<file path="config.mk">
export PLATFORM = sky130hd
export DESIGN_NAME = osr_ctrl
export DESIGN_NICKNAME = d
export VERILOG_FILES = /design/src/hw/rtl/osr_pkg.sv /design/src/hw/rtl/osr_ctrl.sv
export VERILOG_INCLUDE_DIRS = /design/src /design/src/hw/rtl
export SDC_FILE = /design/constraint.sdc
export NUM_CORES = 1
export LEC_CHECK = 0
export ABC_AREA = 1
export BUFFER_PORTS_ARGS = -buffer_cell sky130_fd_sc_hd__buf_4
export CAP_MARGIN = 5
export CORE_ASPECT_RATIO = 1.75
export CORE_MARGIN = 2
export CORE_UTILIZATION = 25
export DETAILED_ROUTE_END_ITERATION = 10
export HOLD_SLACK_MARGIN = 0.12
export RECOVER_POWER = 25
export SLEW_MARGIN = 0
export SYNTH_ARGS = -nofsm -noshare
export SYNTH_HDL_FRONTEND = slang
export SYNTH_SLANG_ARGS = --single-unit
</file>
<file path="constraint.sdc">
create_clock -name clk -period 5.1 [get_ports clk]
set_input_delay 1.02 -clock clk [delete_from_list [all_inputs] [get_ports clk]]
set_output_delay 1.02 -clock clk [all_outputs]
set_load 0.01 [all_outputs]
</file>
<file path="src/hw/rtl/operand_stack_with_rotate_unit_macros.svh">
// Assertion macros for the operand stack RTL.
// Expects signals clk and rst_n in the scope where a macro is used.
`ifndef OPERAND_STACK_WITH_ROTATE_UNIT_MACROS_SVH
`define OPERAND_STACK_WITH_ROTATE_UNIT_MACROS_SVH

// Same-cycle implication, disabled while reset is asserted.
`define OSR_ASSERT_IMP(lbl, pre, post, msg) \
  lbl: assert property (@(posedge clk) disable iff (!rst_n) (pre) |-> (post)) \
    else $error(msg);

// Next-cycle implication, disabled while reset is asserted.
`define OSR_ASSERT_NXT(lbl, pre, post, msg) \
  lbl: assert property (@(posedge clk) disable iff (!rst_n) (pre) |=> (post)) \
    else $error(msg);

`endif

</file>
<file path="src/hw/rtl/osr_pkg.sv">
// Shared types and constants of the operand stack.
// No dependencies; imported by every module of the block.
`timescale 1ns / 1ps

package osr_pkg;

  localparam int DEPTH   = 64;
  localparam int WORD_W  = 32;
  localparam int CMD_W   = 3;
  localparam int COUNT_W = 7;                    // width of the count fields on the ports
  localparam int CNT_W   = $clog2(DEPTH + 1);    // internal entry count
  localparam int IDX_W   = $clog2(DEPTH);        // cell position
  localparam int CMP_W   = (CNT_W > COUNT_W) ? CNT_W : COUNT_W;

  typedef enum logic [CMD_W-1:0] {
    CMD_PUSH   = 3'd0,
    CMD_POP    = 3'd1,
    CMD_PEEK   = 3'd2,
    CMD_CLEAR  = 3'd3,
    CMD_DROP   = 3'd4,
    CMD_ROTATE = 3'd5,
    CMD_DUP    = 3'd6
  } cmd_t;

  typedef enum logic [1:0] {
    STAT_OK       = 2'd0,
    STAT_EMPTY    = 2'd1,
    STAT_FULL     = 2'd2,
    STAT_TOO_MANY = 2'd3
  } stat_t;

  // What every cell of the chain does.
  typedef enum logic [2:0] {
    COP_HOLD       = 3'd0,
    COP_SHIFT_DOWN = 3'd1,
    COP_DUP        = 3'd2,
    COP_SHIFT_UP   = 3'd3,
    COP_ROTATE     = 3'd4
  } cell_op_t;

  typedef struct packed {
    cell_op_t         op;
    logic [CNT_W-1:0] rot_n;
  } cell_ctl_t;

endpackage

</file>
<file path="src/hw/rtl/osr_ctrl.sv">
// Command decoder, entry counter, drop sequencer and result register.
// Depends on osr_pkg and operand_stack_with_rotate_unit_macros.svh.
`timescale 1ns / 1ps
`include "operand_stack_with_rotate_unit_macros.svh"

module osr_ctrl (
  input  logic                              clk,
  input  logic                              rst_n,
  input  logic                              in_valid,
  output logic                              in_ready,
  input  logic [osr_pkg::CMD_W-1:0]         in_cmd,
  input  logic [osr_pkg::COUNT_W-1:0]       in_count,
  input  logic signed [osr_pkg::WORD_W-1:0] top_word,
  output osr_pkg::cell_ctl_t                cell_ctl,
  output logic                              out_valid,
  input  logic                              out_ready,
  output logic signed [osr_pkg::WORD_W-1:0] res_value,
  output osr_pkg::stat_t                    res_status,
  output logic [osr_pkg::COUNT_W-1:0]       res_entries
);
  import osr_pkg::*;

  typedef enum logic [1:0] {
    FSM_IDLE = 2'b01,
    FSM_DROP = 2'b10
  } fsm_t;

  fsm_t                     state_r, state_nxt;
  logic [CNT_W-1:0]         count_r, count_nxt;
  logic [CNT_W-1:0]         drop_left_r, drop_left_nxt;
  logic                     out_valid_r;
  logic signed [WORD_W-1:0] res_value_r, res_value_nxt;
  stat_t                    res_status_r, res_status_nxt;
  logic [CNT_W-1:0]         res_entries_r;
  logic                     fire;
  logic [CMP_W-1:0]         n_ext, cnt_ext;
  logic [CNT_W-1:0]         n_cnt;
  logic                     full, empty, n_too_big;

  assign in_ready  = (state_r == FSM_IDLE) && (!out_valid_r || out_ready);
  assign fire      = in_valid && in_ready;
  assign n_ext     = CMP_W'(in_count);
  assign cnt_ext   = CMP_W'(count_r);
  assign n_too_big = n_ext > cnt_ext;
  assign n_cnt     = CNT_W'(n_ext);  // only used once n fits the count
  assign full      = count_r == CNT_W'(DEPTH);
  assign empty     = count_r == '0;

  always_comb begin
    state_nxt      = state_r;
    count_nxt      = count_r;
    drop_left_nxt  = drop_left_r;
    cell_ctl.op    = COP_HOLD;
    cell_ctl.rot_n = n_cnt;
    res_value_nxt  = '0;
    res_status_nxt = STAT_OK;
    if (state_r == FSM_DROP) begin
      // advance a multi-entry drop one place per cycle
      cell_ctl.op   = COP_SHIFT_UP;
      drop_left_nxt = drop_left_r - CNT_W'(1);
      if (drop_left_r == CNT_W'(1)) state_nxt = FSM_IDLE;
    end else if (fire) begin
      unique case (cmd_t'(in_cmd))
        CMD_PUSH: begin
          if (full) res_status_nxt = STAT_FULL;
          else begin
            cell_ctl.op = COP_SHIFT_DOWN;
            count_nxt   = count_r + CNT_W'(1);
          end
        end
        CMD_POP: begin
          if (empty) res_status_nxt = STAT_EMPTY;
          else begin
            res_value_nxt = top_word;
            cell_ctl.op   = COP_SHIFT_UP;
            count_nxt     = count_r - CNT_W'(1);
          end
        end
        CMD_PEEK: begin
          if (empty) res_status_nxt = STAT_EMPTY;
          else res_value_nxt = top_word;
        end
        CMD_CLEAR: count_nxt = '0;
        CMD_DROP: begin
          if (n_too_big) res_status_nxt = STAT_TOO_MANY;
          else begin
            count_nxt = count_r - n_cnt;
            // dropping everything needs no shifting
            if (n_cnt != '0 && n_cnt != count_r) begin
              cell_ctl.op   = COP_SHIFT_UP;
              drop_left_nxt = n_cnt - CNT_W'(1);
              if (n_cnt != CNT_W'(1)) state_nxt = FSM_DROP;
            end
          end
        end
        CMD_ROTATE: begin
          if (n_too_big) res_status_nxt = STAT_TOO_MANY;
          else if (n_cnt > CNT_W'(1)) cell_ctl.op = COP_ROTATE;
        end
        CMD_DUP: begin
          priority if (empty) res_status_nxt = STAT_EMPTY;
          else if (full) res_status_nxt = STAT_FULL;
          else begin
            cell_ctl.op = COP_DUP;
            count_nxt   = count_r + CNT_W'(1);
          end
        end
        default: ;
      endcase
    end
  end

  always_ff @(posedge clk) begin
    if (!rst_n) begin
      state_r     <= FSM_IDLE;
      count_r     <= '0;
      drop_left_r <= '0;
      out_valid_r <= 1'b0;
    end else begin
      state_r     <= state_nxt;
      count_r     <= count_nxt;
      drop_left_r <= drop_left_nxt;
      if (fire) out_valid_r <= 1'b1;
      else if (out_ready) out_valid_r <= 1'b0;
    end
  end

  always_ff @(posedge clk) begin
    if (fire) begin
      res_value_r   <= res_value_nxt;
      res_status_r  <= res_status_nxt;
      res_entries_r <= count_nxt;
    end
  end

  assign out_valid   = out_valid_r;
  assign res_value   = res_value_r;
  assign res_status  = res_status_r;
  assign res_entries = COUNT_W'(res_entries_r);

  `OSR_ASSERT_IMP(a_count_range, 1'b1, count_r <= CNT_W'(DEPTH), "entry count above depth")
  `OSR_ASSERT_NXT(a_result_follows, fire, out_valid_r, "transfer without a result")
  `OSR_ASSERT_IMP(a_drop_left, state_r == FSM_DROP, drop_left_r != '0, "drop with nothing left")
  `OSR_ASSERT_NXT(a_push_count, fire && cmd_t'(in_cmd) == CMD_PUSH && !full,
                  count_r == $past(count_r) + CNT_W'(1), "push did not bump count")

endmodule

</file>
==> metrics <==
status complete, no violations; area grow syn2layout 31.1%; Area contributors post-synth edfxtp_1, nand2_1, dfxtp_1, inv_1, nor2_1; clock root buffer clkbuf_16; 1st-pass router iterations 4; fin crit share 0.786; nets@finish 624; hold path depth 2; register area share after synthesis 0.441; drt drc 0; ys flop type edfxtp_1; EDFF count, synth 41; most used cell, CP nand2_1; Yosys warning total 0; DPL Wire Length 7.83 mm; largest net degree at the start of global routing 33; initial antenna violation count 0; layout cells sized above 1 0.190; hold violation count in the final report 0; Max IR drop VDD 0.146 mV; Syn Inst Count 468; wire per inst 13.5 um; nature of the critical path endpoint primary output; GRT overflow 0; Yosys reg bits 58; Finished Core Util 0.336; Max Freq 0.249 GHz; Worst Path Required 4080 ps; crit path cell chain clkbuf_4 > nor2_1 > nor3_1 > nand2_1 > inv_1 > buf_4 > nand2_1 > nand2_1 > buf_4; Clock Sinks 58; most frequent cells in the layout nand2_1, inv_1, buf_4, nor2_1, edfxtp_1; final worst slack 1090 ps; Avg Inst Size Synth 7.61 um^2; CP Data Arrival Time 2990 ps; Synth top area share 0.346; Total Power 1.38 mW; Final min period 4010 ps; final WL 10.1 mm; kind of critical path in2out; clk_lat worst skew 340 ps; Largest delay share family, worst path buffers and inverters; IO Port Bufs 98; CP peak stage delay 610 ps; first-iteration detailed-routing DRC count 114; first-pass GRT wire length 15.5 mm; total CTS buffers 9; Netlist Area Pre-Place 0.00356 mm^2; clock tree from TritonCTS built; post-route cell area 0.00467 mm^2; initial core utilization 0.256; dpl ws 1450 ps; post-route ant nets 0; critical path depth 9; crit path max fanout 29; post_cts resized 0; post-CTS setup buffers 0; Die Width 94.3 um; area leader, netlist edfxtp_1; hold_ws 486 ps; Worst R2R Path Depth 5; Ports 99; core footprint 0.0139 mm^2; ant diodes 0; dpl cells 729; Pleak 2.37 nW; placed inst area 0.00444 mm^2; Slew Limit Headroom 0.488; fin. max-slew vios 0; CTS clock-pin slew for the worst setup and hold paths 50 ps; vias in the first global route 3187; max_cap viols 0; Worst-Margin Slew 767 ps; power density cells 295 mW/mm^2; GRT Util Overall 0.132; Final TNS setup 0 ps; Synth cell types 35; Setup-failing EPs final 0; Clock Tree Buf Depth 2; RSZ-0062 raised after global routing false; Rows 57; Mapped Nets 528; crit start category input port; CTS Hold Bufs 0; height of the die 162 um; Crit path buffers/inverters 4; post-route insts no fill 746; commonest non-fill, non-tap cell in the layout nand2_1; Hold Path Class reg2reg; async set-reset flop share out of synthesis 0; CTS H-tree depth 3; skew final 6.85 ps; Routability Congestion 0.865; drt via density 4.37; via count 3259; die area 0.0153 mm^2; Slowest-stage cell, CP inv_1
[flip-flops by register name, summed over array words and instances, names as in the netlist]
signal,count
out_valid,1
res_entries,7
res_value,32
state_r,2
cnt_ext,7
drop_left_r,7
res_status,2
[per-layer routing]
layer	part of all wire	vias to the layer above	global-route usage
met5	0	-	0
met4	0.024	0	0.0632
met3	0.033	15	0.0172
met2	0.57	78	0.256
met1	0.38	1489	0.134
li1	-	1677	-
[final timing paths]
check,start,to,slack (ps)
max,out_ready,cell_ctl[8],1090
min,drop_left_r[6],drop_left_r[6],490
max reg2reg,state_r[0],res_value[28],2820
min reg2reg,drop_left_r[6],drop_left_r[6],490
[where the power goes]
group | switching, mW | internal (mW)
sequential | 0.00825 | 0.527
combinational | 0.106 | 0.0712
clock | 0.234 | 0.431
[tightest hold or removal path: stages, from the launching register on]
cell and delay, ps:
dfxtp_1 320, nand2_1 60, a21oi_1 50
[cell usage after synthesis (3+ instances only)]
library cell / instances
buf_4: 7
a21oi_1: 18
edfxtp_1: 41
buf_2: 6
nand3_1: 32
nand4_1: 7
o21ai_0: 18
dfxtp_1: 17
nand2_2: 3
nand3b_1: 4
inv_2: 4
inv_1: 75
nor2_2: 3
xor2_1: 8
nor2_1: 61
nand2_1: 126
ha_1: 13
[cells by family after synthesis]
| logic type | share of synthesized area |
|---|---|
| xor+xnor | 0.0246 |
| flops | 0.441 |
| mux | 0.00281 |
| simple gates | 0.303 |
| compound gates | 0.0692 |
| fa+ha+maj | 0.0513 |
| buf+inv | 0.108 |
[layout make-up]
class,instances,area (um^2)
multi-input combinational,316,1600
clock buffer,9,225
fill,1484,9240
timing repair buffer,100,657
inverter,79,297
clock inverter,7,103
sequential,58,1570
tap,177,221
Power figures use the tool's default switching activity.
