$ cat config.mk
export PLATFORM = sky130hd
export DESIGN_NAME = osr_cell
export DESIGN_NICKNAME = d
export VERILOG_FILES = /design/src/hw/rtl/operand_stack_with_rotate_unit_macros.svh /design/src/hw/rtl/osr_pkg.sv /design/src/hw/rtl/osr_cell.sv
export SDC_FILE = /design/constraint.sdc
export NUM_CORES = 1
export LEC_CHECK = 0
export BUFFER_PORTS_ARGS = -buffer_cell sky130_fd_sc_hd__buf_2
export CORE_MARGIN = 2
export CORE_UTILIZATION = 29
export CTS_CLUSTER_DIAMETER = 120
export DETAILED_ROUTE_END_ITERATION = 6
export SKIP_LAST_GASP = 1
export SLEW_MARGIN = 20
export SYNTH_ARGS = -nofsm -noshare
export SYNTH_HDL_FRONTEND = slang
export SYNTH_SLANG_ARGS = --single-unit
$ cat constraint.sdc
create_clock -name clk -period 11.65 [get_ports clk]
set_input_delay 2.33 -clock clk [delete_from_list [all_inputs] [get_ports clk]]
set_output_delay 2.33 -clock clk [all_outputs]
set_load 0.01 [all_outputs]
$ cat src/hw/rtl/operand_stack_with_rotate_unit_macros.svh
// Assertion macros for the operand stack RTL.
// Expects signals clk and rst_n in the scope where a macro is used.
`ifndef OPERAND_STACK_WITH_ROTATE_UNIT_MACROS_SVH
`define OPERAND_STACK_WITH_ROTATE_UNIT_MACROS_SVH

// Same-cycle implication, disabled while reset is asserted.
`define OSR_ASSERT_IMP(lbl, pre, post, msg) \
  lbl: assert property (@(posedge clk) disable iff (!rst_n) (pre) |-> (post)) \
    else $error(msg);

// Next-cycle implication, disabled while reset is asserted.
`define OSR_ASSERT_NXT(lbl, pre, post, msg) \
  lbl: assert property (@(posedge clk) disable iff (!rst_n) (pre) |=> (post)) \
    else $error(msg);

`endif

$ cat src/hw/rtl/osr_pkg.sv
// Shared types and constants of the operand stack.
// No dependencies; imported by every module of the block.
`timescale 1ns / 1ps

package osr_pkg;

  localparam int DEPTH   = 64;
  localparam int WORD_W  = 32;
  localparam int CMD_W   = 3;
  localparam int COUNT_W = 7;                    // width of the count fields on the ports
  localparam int CNT_W   = $clog2(DEPTH + 1);    // internal entry count
  localparam int IDX_W   = $clog2(DEPTH);        // cell position
  localparam int CMP_W   = (CNT_W > COUNT_W) ? CNT_W : COUNT_W;

  typedef enum logic [CMD_W-1:0] {
    CMD_PUSH   = 3'd0,
    CMD_POP    = 3'd1,
    CMD_PEEK   = 3'd2,
    CMD_CLEAR  = 3'd3,
    CMD_DROP   = 3'd4,
    CMD_ROTATE = 3'd5,
    CMD_DUP    = 3'd6
  } cmd_t;

  typedef enum logic [1:0] {
    STAT_OK       = 2'd0,
    STAT_EMPTY    = 2'd1,
    STAT_FULL     = 2'd2,
    STAT_TOO_MANY = 2'd3
  } stat_t;

  // What every cell of the chain does.
  typedef enum logic [2:0] {
    COP_HOLD       = 3'd0,
    COP_SHIFT_DOWN = 3'd1,
    COP_DUP        = 3'd2,
    COP_SHIFT_UP   = 3'd3,
    COP_ROTATE     = 3'd4
  } cell_op_t;

  typedef struct packed {
    cell_op_t         op;
    logic [CNT_W-1:0] rot_n;
  } cell_ctl_t;

endpackage

$ cat src/hw/rtl/osr_cell.sv
// One storage cell of the stack chain; cell 0 holds the top of the stack.
// Depends on osr_pkg.
`timescale 1ns / 1ps

module osr_cell (
  input  logic                              clk,
  input  logic [osr_pkg::IDX_W-1:0]         cell_idx,
  input  osr_pkg::cell_ctl_t                ctl,
  input  logic signed [osr_pkg::WORD_W-1:0] prev_word,  // from the cell above
  input  logic signed [osr_pkg::WORD_W-1:0] next_word,  // from the cell below
  input  logic signed [osr_pkg::WORD_W-1:0] top_word,
  output logic signed [osr_pkg::WORD_W-1:0] word
);
  import osr_pkg::*;

  logic signed [WORD_W-1:0] word_r;
  logic signed [WORD_W-1:0] word_nxt;
  logic        [CNT_W-1:0]  pos;

  // Position counted from 1 at the top.
  assign pos = CNT_W'(cell_idx) + CNT_W'(1);

  always_comb begin
    word_nxt = word_r;
    unique case (ctl.op)
      COP_HOLD:       word_nxt = word_r;
      COP_SHIFT_DOWN: word_nxt = prev_word;
      COP_DUP:        word_nxt = (cell_idx == '0) ? word_r : prev_word;
      COP_SHIFT_UP:   word_nxt = next_word;
      COP_ROTATE: begin
        priority if (pos < ctl.rot_n) word_nxt = next_word;
        else if (pos == ctl.rot_n)    word_nxt = top_word;
        else                          word_nxt = word_r;
      end
      default:        word_nxt = word_r;
    endcase
  end

  always_ff @(posedge clk) begin
    word_r <= word_nxt;
  end

  assign word = word_r;

endmodule

==> out/qor.yml, run 1 <==
outcome:
  status: "complete, no violations"
placed_design:
  dp_hpwl_mm: 3.96
  io_buffer_count: 144
  postPlaceCellArea_sq_um: 2720
  dp_cells: 370
  routabilityCongestion: 0.711
clock_network:
  path_clk_slew_ns: 0.07
  ctsHoldBuffers: 0
  h-tree-depth: 2
  cts.sinks: 32
  postCtsSetupBuffers: 0
  cts_root_buf: "clkbuf_8"
  cts-resized-gates: 0
  cts_tree: "yes"
  cts_made_buffers: 5
  clockBufferDepth: 2
finish:
  areaGrowthSynthToFinish_pct: 44.5
  fin_nets: 420
  post-route-cell-area_sq_um: 2850
  final_common_cell: "buf_2"
  drive_above_1_share: 0.635
  diodes: 0
  stdcell_count: 379
  most-common-layout-cells: "buf_2, edfxtp_1, a221o_1"
  largest_reg_flops: 32
synth:
  synth_area_sq_um: 1970
  seq_area_frac_synth: 0.488
  ys_ff_latch: 32
  ys_warn_count: 0
  syn_area_per_cell_sq_um: 12.5
  synth_nets: 279
  syn_inst: 157
  synth_cell_type_count: 28
sta:
  clock.fmax_mhz: 219
  fin_crit_sh: 0.392
  fin_setup_tns_ns: 0
  slew_headroom: 0.350
  fin_crit_ns: 4.56
  worst_pin_slew_ns: 0.971
  hold_viol: 0
  drv_slew: 0
  rsz0062_at_grt: "no"
  hold_slack_ns: 2.35
  finalSetupViolCount: 0
power:
  total_power_w: 0.000336
  irDropWorstVdd_mv: 0.0632
  power_density_nw_per_um2: 118
  cellLeakagePower_nw: 1.37
global_route:
  grt_antenna_before_repair: 0
  grt-ovfl-total: 0
  grt_pass1_wl_mm: 7.99
  grt_max_degree: 36
  grt_pass1_vias: 1734
  grt.total_usage: 0.135
floorplan:
  start_util: 0.295
  row_count: 30
  core-area_sq_um: 6680
  chipWidth_um: 86.4
  die_area_sq_um: 7470
  num_io_pins: 145
  die_y_um: 86.4
routing:
  drt_pass1_iterations: 5
  wl_mm: 5.18
  num_vias: 1825
  viasPerCell: 4.82
  initialDrtViolationCount: 19
  postRouteAntennaNets: 0
  avgRoutedWirePerCell_um: 13.7
  drc: 0
min_path:
  holdPathStages: 2
  hold_class: "in2reg"
  min_from: "next_word[4]"
  hold_path_end: "word[4]"
critical_path:
  arrival_ns: 4.46
  cp.required_ns: 11.55
  critPathMaxFanout: 32
  worst-setup-path-type: "in2reg"
  end_kind: "register"
  start_kind: "primary input"
flow_run:
  cap_violations: 0
per-stage QoR:
stage	utilization	setup WS, ns
floorplan	-	5.46
global placement	0.407	6.82
detailed placement	0.407	6.76
CTS	0.424	7.06
global route	0.426	6.93
finish	0.426	7.09
critical path, cell delays in order:
cell     delay, ns
buf_2         0.13
ha_1          0.23
and3_1        0.17
ha_1          0.31
a21oi_1       0.18
o21a_1        0.21
a21oi_1       0.12
o21ai_4       0.75
layout make-up:
class / count / area [sq um]
Fill cell: 678 / 3830
Sequential cell: 32 / 961
Multi-Input combinational cell: 104 / 897
Timing Repair Buffer: 146 / 743
Tap cell: 80 / 100
Clock buffer: 5 / 68.8
Clock inverter: 3 / 42.5
Inverter: 9 / 33.8
how the worst max path moves through the flow:
stage	from	endpoint	cells after the start
2_1_floorplan	cell_idx[0]	word[0]	7
5_1_grt	cell_idx[0]	word[9]	9
6_report	cell_idx[0]	word[3]	8
3_3_place_gp	cell_idx[0]	word[14]	8
4_1_cts	cell_idx[0]	word[9]	8
3_5_place_dp	cell_idx[0]	word[14]	8
kinds of logic (layout without fill, tap and decap cells):
kind of cell | Yosys count | in the layout | synth area share
adders and majority gates | 9 | 9 | 0.0572
DFF | 32 | 32 | 0.488
AOI/OAI and AO/OA | 45 | 45 | 0.215
and+or+nand+nor | 46 | 46 | 0.160
buffers and inverters | 21 | 163 | 0.0623
xor gates and xnor gates | 4 | 4 | 0.0178
where the power goes:
| group | switching (W) | total (W) | internal [W] |
|---|---|---|---|
| clock network | 0.0000406 | 0.000104 | 0.0000632 |
| logic | 0.0000407 | 0.0000828 | 0.0000421 |
| registers | 0.00000306 | 0.000149 | 0.000146 |
metal layers:
layer	share of wire	wire, um	global-route usage
met1	0.42	2170	0.162
met4	0.017	87	0.0412
met5	0	0	0
met2	0.50	2580	0.242
met3	0.067	348	0.0305
cell usage after synthesis (all sizes together):
cell | number | area [sq um]
nand4 | 1 | 6.26
clkbuf | 7 | 36.3
nand3 | 4 | 20.0
o21ai | 3 | 15.0
inv | 9 | 33.8
and3 | 34 | 248
buf | 5 | 52.6
nor2 | 2 | 10.0
nand3b | 2 | 15.0
xor2 | 1 | 8.76
a221o | 32 | 323
a31oi | 1 | 6.26
a21oi | 6 | 41.3
xnor2 | 3 | 26.3
o31ai | 1 | 21.3
nor4 | 1 | 6.26
edfxtp | 32 | 961
nand2 | 2 | 10.0
ha | 9 | 113
o21a | 1 | 7.51
a21o | 1 | 8.76
Note: power is estimated with default switching activity, not from simulation.
==> inputs of run 2 (changes only) <==
clock period = 3.9 ns   (was 11.65 ns; I/O delays follow)
==> run 2 against run 1 <==
  * First-iteration DRC count increased to 3.2 times the previous value
  * Utilization about the same
  * Sequential power increased to 3.0 times the previous value
  * Critical endpoint is now word[11]
  * Sequential cell count unchanged
  * Global-route usage increased by 1.1 points
  * Non-clock buffer count increased by 2
  * Critical path depth increased by 1
  * Setup slack got worse by 6.1 ns
  * Total power increased to 3.0 times the previous value
  * Routed wire length increased by 7.3%
  * Worst hold slack got worse by 1.6 ns
==> out/qor.yml, run 2 (synthesis gave the netlist of run 1 again) <==
outcome:
  status: "complete, no violations"
routing:
  viasPerCell: 4.94  # +2.7%
  num_vias: 1884  # +3.2%
  wl_mm: 5.56  # +7.3%
  drt_pass1_iterations: 4  # -1
  drc: 0  # unchanged
  avgRoutedWirePerCell_um: 14.6  # +6.7%
  initialDrtViolationCount: 60  # +41
  postRouteAntennaNets: 0  # unchanged
sta:
  fin_setup_tns_ns: 0  # unchanged
  slew_headroom: 0.429  # +0.0790
  finalSetupViolCount: 0  # unchanged
  clock.fmax_mhz: 341
  hold_viol: 0  # unchanged
  hold_slack_ns: 0.797  # -1.56 ns
  worst_pin_slew_ns: 0.855  # -0.117 ns
  rsz0062_at_grt: "no"
  fin_crit_sh: 0.751
  fin_crit_ns: 2.93
  fin_ws_ns: 0.970  # -6.12 ns
  drv_slew: 0  # unchanged
placed_design:
  io_buffer_count: 144  # unchanged
  dp_hpwl_mm: 4.33  # +9.2%
  routabilityCongestion: 0.712  # +0.18%
  dp_slack_ns: 0.702  # -6.06 ns
global_route:
  grt_max_degree: 36  # unchanged
  grt_pass1_vias: 1868  # +7.7%
  grt_pass1_wl_mm: 8.56  # +7.1%
  grt.total_usage: 0.147  # +0.0111
  grt_antenna_before_repair: 0  # unchanged
  grt-ovfl-total: 0  # unchanged
critical_path:
  crit_start: "cell_idx[0]"
  cp.required_ns: 4.04  # -7.51 ns
  end_kind: "register"
  worst-setup-path-type: "in2reg"
  arrival_ns: 3.07  # -1.39 ns
  critPathMaxFanout: 19  # -41%
  start_kind: "primary input"
floorplan:
  core-area_sq_um: 6680  # unchanged
  row_count: 30  # unchanged
  die_y_um: 86.4  # unchanged
  die_area_sq_um: 7470  # unchanged
  num_io_pins: 145  # unchanged
  chipWidth_um: 86.4  # unchanged
  start_util: 0.295  # unchanged
min_path:
  min_from: "next_word[12]"
  hold_class: "in2reg"
  holdPathStages: 2  # unchanged
finish:
  diodes: 0  # unchanged
  largest_reg_flops: 32  # unchanged
  areaGrowthSynthToFinish_pct: 44.7  # about the same
  fin_nets: 422  # +0.48%
  drive_above_1_share: 0.631  # -0.00422
  fillers: 682  # +0.59%
  regArea_sq_um: 961  # unchanged
  utilization: 0.426  # about the same
  multi_input_area_sq_um: 897  # unchanged
  final_common_cell: "buf_2"
  most-common-layout-cells: "buf_2, edfxtp_1, a221o_1"
power:
  total_power_w: 0.00100  # +200%
  irDropWorstVdd_mv: 0.124  # +96%
  power_density_nw_per_um2: 351  # +200%
  cellLeakagePower_nw: 1.38  # +0.41%
clock_network:
  clockBufferDepth: 2  # unchanged
  h-tree-depth: 2  # unchanged
  path_clk_slew_ns: 0.07  # about the same
  cts-resized-gates: 0  # unchanged
  cts.sinks: 32  # unchanged
  ctsHoldBuffers: 0  # unchanged
  postCtsSetupBuffers: 0  # unchanged
  cts_tree: "yes"
  cts_root_buf: "clkbuf_8"
  cts_made_buffers: 5  # unchanged
flow_run:
  cap_violations: 0  # unchanged
-- run 2: cell types whose count changed in the layout (fill, tap and decap cells not counted), sizes merged --
cell / change
buf: +2
clkinv: +1
clkinvlp: -1
-- run 2: area by class of cell --
cell class                      instances  share of cell area
Tap cell                               80              0.0351
Clock inverter                          3              0.0132
Inverter                                9              0.0119
Timing Repair Buffer                  148               0.264
Clock buffer                            5              0.0242
Sequential cell                        32               0.337
Multi-Input combinational cell        104               0.315
-- run 2: through the flow --
stage / cell area (sq um) / cells
3_3_place_gp: 2740 / 373
3_5_place_dp: 2740 / 373
4_1_cts: 2850 / 381
5_1_grt: 2850 / 381
6_report: 2850 / 381
2_1_floorplan: 1970 / 157
-- run 2: worst paths after layout --
check                  end  slack [ns]
setup / recovery  word[11]        0.97
hold / removal    word[12]        0.80
-- run 2: metal layers --
layer / GRT usage / vias to the layer above / part of all wire / routed length [um]
li1: - / 932 / - / -
met1: 0.170 / 878 / 0.41 / 2280
met2: 0.264 / 70 / 0.52 / 2880
met3: 0.0352 / 4 / 0.061 / 340
met4: 0.0483 / 0 / 0.011 / 60
met5: 0 / - / 0 / 0
-- run 2: report_power, final --
part           total (W)  switching [W]  leakage, nW  internal [W]
logic           0.000249       0.000121         1.02      0.000127
registers       0.000446      0.0000105        0.308      0.000435
clock network   0.000307       0.000121       0.0532      0.000186
-- run 2: critical path: stages --
cell	delay (ns)
buf_2	0.13
ha_1	0.23
xor2_1	0.15
ha_1	0.31
a21oi_1	0.20
a21oi_1	0.13
o31ai_4	0.58
buf_4	0.35
a221o_1	0.19
==> inputs of run 3 (changes only) <==
ABC_AREA = 1   (was not set)
clock period = 2.9 ns   (was 3.9 ns; I/O delays follow)
==> run 3 against run 2 <==
  * Setup slack worse by 0.47 ns
  * Global-route usage is 0.17 points higher
  * Worst hold slack worse by 0.14 ns
  * Combinational power up 81%
  * Final cell count up 71%
  * Critical path type unchanged
  * Critical endpoint is now word[1]
==> out/qor.yml, run 3 <==
outcome:
  status: "complete, no violations"
sta:
  fin_crit_ns: 2.40
  drv_slew: 0  # unchanged
  fin_setup_tns_ns: 0  # unchanged
  fin_crit_sh: 0.826
  rsz0062_at_grt: "no"
  clock.fmax_mhz: 417
  slew_headroom: 0.586  # +0.156
  worst_pin_slew_ns: 0.622  # -0.233 ns
  finalSetupViolCount: 0  # unchanged
  hold_viol: 0  # unchanged
routing:
  wl_mm: 7.51  # +35%
  viasPerCell: 4.48  # -9.4%
  drt_pass1_iterations: 4  # unchanged
  drc: 0  # unchanged
  initialDrtViolationCount: 74  # +23%
  avgRoutedWirePerCell_um: 11.5  # -21%
  num_vias: 2916  # +55%
  postRouteAntennaNets: 0  # unchanged
min_path:
  hold_path_end: "word[27]"
  holdPathStages: 5  # +3
  min_from: "top_word[27]"
  hold_class: "in2reg"
global_route:
  grt_pass1_vias: 2719  # +46%
  grt_pass1_wl_mm: 12.0  # +40%
  grt_max_degree: 65  # +81%
  grt_antenna_before_repair: 0  # unchanged
  grt.total_usage: 0.148  # +0.00174
  grt-ovfl-total: 0  # unchanged
clock_network:
  cts.sinks: 32  # unchanged
  cts_root_buf: "clkbuf_8"
  clockBufferDepth: 2  # unchanged
  cts_tree: "yes"
  ctsHoldBuffers: 0  # unchanged
  h-tree-depth: 2  # unchanged
  path_clk_slew_ns: 0.08  # about the same
  postCtsSetupBuffers: 0  # unchanged
  cts-resized-gates: 0  # unchanged
  cts_made_buffers: 5  # unchanged
finish:
  most-common-layout-cells: "buf_2, inv_1, nand3_1"
  largest_reg_flops: 32  # unchanged
  diodes: 0  # unchanged
  fillers: 987  # +45%
  stdcell_count: 651  # +71%
  multi_input_area_sq_um: 1200  # +33%
  post-route-cell-area_sq_um: 3630  # +28%
  areaGrowthSynthToFinish_pct: 34.2
  fin_nets: 661  # +57%
  drive_above_1_share: 0.315  # -0.316
  regArea_sq_um: 961  # unchanged
  final_common_cell: "buf_2"
synth:
  syn_area_per_cell_sq_um: 6.79  # -46%
  ys_ff_latch: 32  # unchanged
  syn_inst: 399  # +150%
  synth_cell_type_count: 23  # -18%
  synth_top_cell_by_area: "edfxtp_1"
  synth_edf_count: 32  # unchanged
  yosysTopAreaCellShare: 0.355  # -0.133
  ys_warn_count: 0  # unchanged
  synth_nets: 521  # +87%
  synth_most_common_cell: "inv_1"
  synth-main-ff-cell: "edfxtp_1"
  synth_area_sq_um: 2710  # +37%
  synthTopCellsByArea: "edfxtp_1, nand3_1, inv_1, nand2_1, o21ai_0"
  async_flop_share: 0  # unchanged
  seq_area_frac_synth: 0.355  # -0.133
  synth_commonest_cells: "inv_1, nand3_1, nand2_1"
critical_path:
  max_stage_delay_ns: 0.29  # -0.29 ns
  cp_slowest_cell: "ha_1"
  worst-setup-path-type: "in2reg"
  end_kind: "register"
  cp.required_ns: 2.94  # -1.10 ns
  critPathMaxFanout: 19  # unchanged
  start_kind: "primary input"
  arrival_ns: 2.44  # -0.63 ns
  worstPathCellList: "buf_2 -> ha_1 -> nand3_1 -> xor2_1 -> inv_1 -> ha_1 -> nand2_1 -> nand2_1 -> a21oi_4 -> buf_4 -> nand3_1 -> nand3_1 -> nand2_1"
floorplan:
  die_area_sq_um: 10100  # +36%
  start_util: 0.296  # +0.00107
  die_y_um: 101  # +16%
  core-area_sq_um: 9150  # +37%
  chipWidth_um: 101  # +16%
  num_io_pins: 145  # unchanged
  row_count: 35  # +17%
power:
  irDropWorstVdd_mv: 0.169  # +37%
  power_density_nw_per_um2: 385  # +9.6%
  cellLeakagePower_nw: 2.12  # +54%
  total_power_w: 0.00140  # +40%
placed_design:
  dp_hpwl_mm: 5.73  # +32%
  routabilityCongestion: 0.769  # +8.0%
  dp_cells: 643  # +72%
  io_buffer_count: 144  # unchanged
  postPlaceCellArea_sq_um: 3540  # +29%
flow_run:
  cap_violations: 0  # unchanged
run 3: changes by cell type in the layout (fill, tap and decap cells not counted), moves of 4 or more:
cell,before,now
nand3_1,4,100
and3_1,6,0
and3_2,28,0
nand2_1,1,73
inv_1,9,111
o21ai_0,2,23
a21oi_1,5,1
o21ai_1,0,9
buf_4,4,8
a221o_1,30,0
run 3: per-stage QoR:
step | setup slack [ns] | hold slack [ns] | utilization
6_report | 0.505 | 0.657 | 0.397
5_1_grt | 0.363 | 0.669 | 0.397
4_1_cts | 0.477 | 0.649 | 0.397
3_5_place_dp | 0.169 | 0.950 | 0.387
3_3_place_gp | 0.216 | 0.947 | 0.387
2_1_floorplan | 0.0917 | 0.850 | -
run 3: worst max-delay path by stage:
stage	cells past startpoint	startpoint	slack (ns)	endpoint
2_1_floorplan	13	cell_idx[0]	0.09	word[0]
6_report	13	cell_idx[0]	0.50	word[1]
4_1_cts	13	cell_idx[0]	0.48	word[24]
3_3_place_gp	13	cell_idx[0]	0.22	word[30]
5_1_grt	14	cell_idx[0]	0.36	word[23]
3_5_place_dp	13	cell_idx[0]	0.17	word[24]
run 3: worst max-delay path, delay by kind of cell:
kind                     cells  cell delay (ns)
adder cells (fa/ha/maj)      2             0.51
XOR/XNOR                     1             0.15
AO/OA/AOI/OAI                1             0.18
buffers and inverters        3             0.46
AND/OR/NAND/NOR              6             0.55
run 3: layout make-up:
class / count / area share
sequential: 32 / 0.264
inverter: 113 / 0.117
clock buffer: 5 / 0.0189
timing repair buffer: 154 / 0.226
multi-input combinational: 233 / 0.329
tap: 111 / 0.0382
clock inverter: 3 / 0.00654
run 3: cell families (layout without fill, tap and decap cells):
| family | Yosys count | count (layout) | synth area share |
|---|---|---|---|
| xor gates and xnor gates | 4 | 4 | 0.0129 |
| adders and majority gates | 9 | 9 | 0.0416 |
| AOI/OAI and AO/OA | 35 | 35 | 0.0698 |
| buffers and inverters | 134 | 275 | 0.204 |
| DFF | 32 | 32 | 0.355 |
| and+or+nand+nor | 185 | 185 | 0.317 |
run 3: metal layers:
layer / vias up / routed length (um) / GRT usage
met5: - / 0 / 0
met4: 0 / 56 / 0.0369
met3: 4 / 424 / 0.0277
met2: 94 / 3850 / 0.274
met1: 1294 / 3180 / 0.176
li1: 1524 / - / -
run 3: report_power, final:
group	leakage [nW]	internal, W	switching (W)
registers	0.308	0.000586	0.0000176
clock network	0.0404	0.000170	0.000177
logic	1.77	0.000196	0.000254
